**config.mk**
```make
export PLATFORM = sky130hd
export DESIGN_NAME = vbae_ctrl
export DESIGN_NICKNAME = d
export VERILOG_FILES = /design/src/rtl/core/vbae_pkg.sv /design/src/rtl/core/vbae_ctrl.sv
export SDC_FILE = /design/constraint.sdc
export NUM_CORES = 1
export LEC_CHECK = 0
export BUFFER_PORTS_ARGS = -buffer_cell sky130_fd_sc_hd__buf_4
export CELL_PAD_IN_SITES_DETAIL_PLACEMENT = 0
export CELL_PAD_IN_SITES_GLOBAL_PLACEMENT = 1
export CORE_ASPECT_RATIO = 2
export CORE_MARGIN = 4
export CORE_UTILIZATION = 30
export CTS_CLUSTER_SIZE = 24
export DETAILED_ROUTE_END_ITERATION = 8
export MAX_ROUTING_LAYER = met4
export PLACE_DENSITY_LB_ADDON = 0.1
export RECOVER_POWER = 100
export SETUP_SLACK_MARGIN = 0.1
export SYNTH_ARGS = -nofsm -noshare
export SYNTH_HDL_FRONTEND = slang
export SYNTH_SLANG_ARGS = --single-unit
export TNS_END_PERCENT = 30
```
**constraint.sdc**
```tcl
create_clock -name clk -period 2.1 [get_ports clk]
set_input_delay 0.21 -clock clk [delete_from_list [all_inputs] [get_ports clk]]
set_output_delay 0.21 -clock clk [all_outputs]
set_load 0.03 [all_outputs]
```
**src/rtl/core/vbae_pkg.sv**
```systemverilog
// Shared widths, constants and controller/datapath interface structs.
`timescale 1ns / 1ps
package vbae_pkg;

    localparam int MAX_BRICKS_PER_AXIS = 32;
    localparam int BRICK_EDGE          = 8;
    localparam int VOXELS_IN_BRICK     = 512;
    localparam int EDGE_BITS           = $clog2(BRICK_EDGE);
    localparam int LOCAL_W             = $clog2(VOXELS_IN_BRICK);
    localparam int DIV_W               = $clog2(MAX_BRICKS_PER_AXIS + 1);
    localparam int MAP_AW              = 15;
    localparam int MAP_DEPTH           = 1 << MAP_AW;
    localparam int MAP_W               = MAP_AW + 1;
    localparam int CNT_W               = 16;
    localparam int DIV_STEPS           = CNT_W;
    localparam int STEP_W              = $clog2(DIV_STEPS);
    localparam int COORD_W             = 40;
    localparam int UNIT_W              = CNT_W + EDGE_BITS;
    localparam int PROD_W              = UNIT_W + 32;

    localparam logic [2:0] REG_BRICKS_PER_AXIS = 3'd0;
    localparam logic [2:0] REG_BRICK_COUNT     = 3'd1;
    localparam logic [2:0] REG_VOXEL_SIZE      = 3'd2;
    localparam logic [2:0] REG_LOOKUP_ENABLE   = 3'd3;

    typedef struct packed {
        logic cap;
        logic clr_wr;
        logic ld_rd;
        logic ld_wr;
        logic map_chk;
        logic lin_start;
        logic div_step;
        logic div_a_end;
        logic div_b_end;
        logic vox_adv;
        logic mul_x;
        logic mul_y;
        logic mul_z;
        logic mul_end;
        logic emit;
    } cmd_t;

    typedef struct packed {
        logic in_mode1;
        logic in_lookup_ok;
        logic exhausted;
        logic first_voxel;
        logic lookup_en;
        logic map_found;
        logic solid;
        logic div_last;
        logic clr_last;
        logic out_free;
    } sts_t;

endpackage

```
**src/rtl/core/vbae_ctrl.sv**
```systemverilog
// Controller state machine sequencing map clearing and updates, coordinate division and box output.
`timescale 1ns / 1ps
module vbae_ctrl
    import vbae_pkg::*;
(
    input  logic clk,
    input  logic rst_n,
    input  logic in_valid,
    output logic in_ready,
    input  sts_t sts,
    output cmd_t cmd
);

    typedef enum logic [15:0] {
        S_CLEAR     = 16'h0001,
        S_IDLE      = 16'h0002,
        S_LD_RD     = 16'h0004,
        S_LD_WR     = 16'h0008,
        S_MAP_RD    = 16'h0010,
        S_MAP_CHK   = 16'h0020,
        S_DIV_A     = 16'h0040,
        S_DIV_A_END = 16'h0080,
        S_DIV_B     = 16'h0100,
        S_DIV_B_END = 16'h0200,
        S_VOX       = 16'h0400,
        S_MUL_X     = 16'h0800,
        S_MUL_Y     = 16'h1000,
        S_MUL_Z     = 16'h2000,
        S_MUL_END   = 16'h4000,
        S_EMIT      = 16'h8000
    } state_t;

    state_t state_reg;
    state_t state_next;

    always_ff @(posedge clk or negedge rst_n)
    begin
        if (!rst_n)
        begin
            state_reg <= S_CLEAR;
        end
        else
        begin
            state_reg <= state_next;
        end
    end

    assign in_ready = (state_reg == S_IDLE);

    always_comb
    begin
        state_next = state_reg;
        cmd        = '0;
        case (state_reg)
            S_CLEAR:
            begin
                cmd.clr_wr = 1'b1;
                if (sts.clr_last)
                begin
                    state_next = S_IDLE;
                end
            end
            S_IDLE:
            begin
                if (in_valid)
                begin
                    cmd.cap = 1'b1;
                    if (!sts.in_mode1)
                    begin
                        if (sts.in_lookup_ok)
                        begin
                            state_next = S_LD_RD;
                        end
                    end
                    else if (!sts.exhausted)
                    begin
                        if (!sts.first_voxel)
                        begin
                            state_next = S_VOX;
                        end
                        else if (sts.lookup_en)
                        begin
                            state_next = S_MAP_RD;
                        end
                        else
                        begin
                            cmd.lin_start = 1'b1;
                            state_next    = S_DIV_A;
                        end
                    end
                end
            end
            S_LD_RD:
            begin
                cmd.ld_rd  = 1'b1;
                state_next = S_LD_WR;
            end
            S_LD_WR:
            begin
                cmd.ld_wr  = 1'b1;
                state_next = S_IDLE;
            end
            S_MAP_RD:
            begin
                state_next = S_MAP_CHK;
            end
            S_MAP_CHK:
            begin
                cmd.map_chk = 1'b1;
                state_next  = sts.map_found ? S_DIV_A : S_VOX;
            end
            S_DIV_A:
            begin
                cmd.div_step = 1'b1;
                if (sts.div_last)
                begin
                    state_next = S_DIV_A_END;
                end
            end
            S_DIV_A_END:
            begin
                cmd.div_a_end = 1'b1;
                state_next    = S_DIV_B;
            end
            S_DIV_B:
            begin
                cmd.div_step = 1'b1;
                if (sts.div_last)
                begin
                    state_next = S_DIV_B_END;
                end
            end
            S_DIV_B_END:
            begin
                cmd.div_b_end = 1'b1;
                state_next    = S_VOX;
            end
            S_VOX:
            begin
                cmd.vox_adv = 1'b1;
                state_next  = sts.solid ? S_MUL_X : S_IDLE;
            end
            S_MUL_X:
            begin
                cmd.mul_x  = 1'b1;
                state_next = S_MUL_Y;
            end
            S_MUL_Y:
            begin
                cmd.mul_y  = 1'b1;
                state_next = S_MUL_Z;
            end
            S_MUL_Z:
            begin
                cmd.mul_z  = 1'b1;
                state_next = S_MUL_END;
            end
            S_MUL_END:
            begin
                cmd.mul_end = 1'b1;
                state_next  = S_EMIT;
            end
            S_EMIT:
            begin
                if (sts.out_free)
                begin
                    cmd.emit   = 1'b1;
                    state_next = S_IDLE;
                end
            end
            default:
            begin
                state_next = S_IDLE;
            end
        endcase
    end

endmodule

```
# Word-level counts from Yosys, hierarchy flattened
# Cells that the tools add are included.
# totals
ff_bits	16
inputBits	13
out_inout_bits	16
word_cells	61
# classes
n_eq_ne	23
n_mux	35
reduce_logical	2
# op_table
op	n
$pmux 16 s15	1
$mux 16	9
$mux 1	22
$eq 16x1->1 const B	1
$eq 16x10->1 const B	1
$eq 16x11->1 const B	1
$eq 16x12->1 const B	1
$eq 16x13->1 const B	1
$eq 16x14->1 const B	1
$eq 16x15->1 const B	1
$eq 16x16->1 const B	1
$eq 16x2->1 const B	1
$eq 16x3->1 const B	1
$eq 16x4->1 const B	1
$eq 16x5->1 const B	1
$eq 16x6->1 const B	1
$eq 16x7->1 const B	1
$eq 16x8->1 const B	1
$eq 16x9->1 const B	1
$mux 12	1
$mux 11	1
$ne 2x2->1 const B	5
$mux 7	1
$reduce_and 7->1	1
other kinds (3)	3

# Depth between registers and ports, before layout
# depth
word_depth	6
mapped_depth	7
ltp_nobuf	6

# Least setup slack after synthesis
# No wires, ideal clock.
# synth_timing
kind	register -> output
from	register state_reg[13]
to	output port cmd[4] in the netlist's numbering
arrival_time_ns	2.288
required_ns	1.890
setup_slack_ns	-0.398
stages_incl_launch_ff	6
path_buffers	2
path_cell_list	dfrtp_1 buf_2 nor4_4 nand2_1 buf_2 nor4b_1
# synth_rtl
element	line	rtl
start: declaration	vbae_ctrl.sv:33	state_t state_reg;
start signal: assignment	vbae_ctrl.sv:44	state_reg <= state_next;
end: declaration	vbae_ctrl.sv:11	output cmd_t cmd

==> flow_metrics.tcl <==
set metrics [dict create \
    status "finished, violations left" \
    violations "negative setup slack" \
    p_int_mw 1.06 \
    cp_top_family "simple AND/OR/NAND/NOR gates" \
    start_util 0.313 \
    power_mw 1.84 \
    nFillCells 360 \
    cts_tree "yes" \
    finalHoldWorstSlack_ns 0.141 \
    port_buffers 28 \
    crit_path_start_kind "register" \
    drv_slew 0 \
    syn_area_per_cell_um2 9.66 \
    drt_iter0_markers 10 \
    ff2ff_path_depth 4 \
    tns_ns -0.0798 \
    clkLatencyLatePin_ns 0.25 \
    tightest_slew_ns 0.922 \
    crit_required_ns 1.89 \
    core_area_um2 3450 \
    critPathSlowestCell "dfrtp_1" \
    largest_register_ffs 16 \
    rsz0062_at_grt "true" \
    slowest_delay_ns 0.40 \
    power.share.clock 0.148 \
    pre_cts_ws_ns 0.137 \
    fmax_mhz 467 \
    hold_end "state_reg[2]$_DFFE_PN0P_" \
    via_count 1073 \
    via_per_inst 4.99 \
    ir_drop_v 0.000602 \
    min_path_cells 2 \
    worst_ep_arrival_time_ns 1.93 \
    setup_viol 3 \
    hold_viol_final 0 \
    ys_ff_latch 16 \
    final_area_um2 1710 \
    place_area_um2 1450 \
    num_rows 30 \
    clock_sinks 16 \
    path_cells "nor4_4 -> buf_4 -> nand3_4 -> nor2_4 -> and2_4 -> nand2_4 -> nor4b_4 -> buf_6" \
    fin_ws_ns -0.0399 \
    crit_type "reg2out" \
    slew_headroom 0.385 \
    syn_area_um2 1080 \
    regToRegSetupSlack_ns -0.02 \
    syn_nets 125 \
    seq_area_frac_synth 0.371 \
    r2r_end "state_reg[6]$_DFFE_PN0P_" \
    antenna_found_initial 0 \
    fp.dieH_um 92.9 \
    ys_warn_count 0 \
    fin_nets 181 \
    antennaDiodeCount 0 \
    switching_share 0.427 \
    grt_pass1_vias 1156 \
    synthCells 112 \
    syn2layout_area_growth_pct 58.0 \
    wl_per_cell_um 14.5 \
    dieArea_um2 4690 \
    grt_pass1_wl_um 5150 \
    dpl.hpwl_um 2390 \
    critPathMaxFanout 2 \
    p_switching_mw 0.787 \
    min_period_ns 2.14 \
    p_leak_nw 0.780 \
    period_share 1.02 \
    critPathLaunch "state_reg[8]$_DFFE_PN0P_" \
    min_path_type "in2reg" \
    drcViolationCount 0 \
    grt_overflow 0 \
    die_x_um 50.5 \
    pwr-share-comb 0.635 \
    grt_max_degree 17 \
    drive_above_1_share 0.509 \
    grtUsageTotal 0.147 \
    p_seq_frac 0.217 \
    numCtsBuffers 3 \
    antenna_left 0 \
    dr.pass1.iters 4 \
    path_buf_inv 2 \
    cap_violations 0 \
    hold_start "sts[9]" \
    synth_cell_types 40 \
    skew_ns 0.00279 \
    crit_path_end_kind "output pin" \
    cts_root_buf "clkbuf_8" \
    htree_levels 1 \
    clockBufferDepth 2 \
    gp_congestion 0.736 \
    ios 29 \
    clk_pin_slew_ns 0.07 \
    r2r_start "state_reg[0]$_DFFE_PN1P_" \
    cellPowerDensity_nw_per_um2 1080 \
    wl_um 3120 \
]
-- cells by family after synthesis --
group,share of synthesized area
DFF,0.371
xor gates and xnor gates,0.0324
buffers and inverters,0.0416
AOI/OAI and AO/OA,0.0832
and+or+nand+nor,0.472
-- metrics by stage --
step | cells | util
after global routing | 215 | 0.495
final | 215 | 0.495
after global placement | 198 | 0.421
after CTS | 213 | 0.484
after detailed placement | 198 | 0.421
after floorplan | 112 | -
-- cell type report --
cell class	count	area (um2)	area share
multi-input combinational	85	729	0.426
timing repair buffer	55	433	0.253
sequential	16	407	0.238
tap	48	60.1	0.0351
clock buffer	4	55.1	0.0322
inverter	7	26.3	0.0154
-- routing by layer --
metal | track usage | part of all wire | up-vias
met4 | 0.0404 | 0.0045 | 0
met3 | 0.0193 | 0.023 | 2
met5 | - | 0 | -
li1 | - | - | 522
met2 | 0.286 | 0.62 | 26
met1 | 0.146 | 0.36 | 523
-- worst max-delay path by stage --
stage | endpoint | slack (ns) | cells past startpoint
6_report | cmd[9] | -0.04 | 8
3_5_place_dp | cmd[9] | 0.14 | 7
3_3_place_gp | state_reg[6]$_DFFE_PN0P_ | 0.10 | 7
5_1_grt | cmd[10] | -0.13 | 5
2_1_floorplan | cmd[11] | -0.12 | 3
4_1_cts | cmd[9] | -0.07 | 8
-- placed cells by master (no fill, tap or decap), types with 4 or more instances in the layout --
| cell | Yosys | routed |
|---|---|---|
| buf_4 | 0 | 41 |
| buf_6 | 0 | 8 |
| clkbuf_8 | 0 | 4 |
| dfrtp_1 | 15 | 11 |
| dfrtp_2 | 0 | 4 |
| inv_1 | 7 | 7 |
| nand3_1 | 4 | 4 |
| nand4b_1 | 4 | 4 |
| nor2_1 | 12 | 11 |
| nor4_4 | 3 | 6 |
-- cells in the mapped netlist (all sizes together) --
cell / number / area (um2)
a211oi: 2 / 15.0
a21oi: 4 / 20.0
a221oi: 1 / 8.76
a31oi: 2 / 12.5
a32oi: 1 / 8.76
and2: 3 / 22.5
and3: 3 / 18.8
and3b: 1 / 8.76
buf: 3 / 15.0
clkbuf: 1 / 3.75
dfrtp: 15 / 375
dfstp: 1 / 26.3
inv: 7 / 26.3
nand2: 7 / 28.8
nand2b: 2 / 12.5
nand3: 5 / 37.5
nand3b: 1 / 20.0
nand4b: 4 / 35.0
nor2: 13 / 56.3
nor3: 4 / 20.0
nor3b: 4 / 30.0
nor4: 10 / 126
nor4b: 5 / 50.0
o211ai: 1 / 7.51
o21ai: 1 / 5.00
o22ai: 2 / 12.5
or2: 2 / 12.5
or3: 1 / 11.3
or4b: 2 / 20.0
xnor2: 1 / 8.76
xor2: 3 / 26.3
-- power groups by stage --
stage          clock network, mW  logic, mW  registers (mW)
2_1_floorplan                  0      0.593           0.391
4_1_cts                    0.283       1.13           0.397
3_3_place_gp                   0      0.926           0.392
3_5_place_dp                   0      0.926           0.394
5_1_grt                    0.300       1.26           0.404
6_report                   0.273       1.17           0.399
-- what timing repair did --
item / in CTS / in global routing
hold endpoints to repair: 15 / 0
pin swaps: 10 / 5
gates resized for setup: 18 / 12
cloned: 0 / 0
setup endpoints to repair: 13 / 14
hold buffers: 1 / 0
buffers inserted: 10 / 2
No activity file was read; power rests on OpenSTA's default activity.
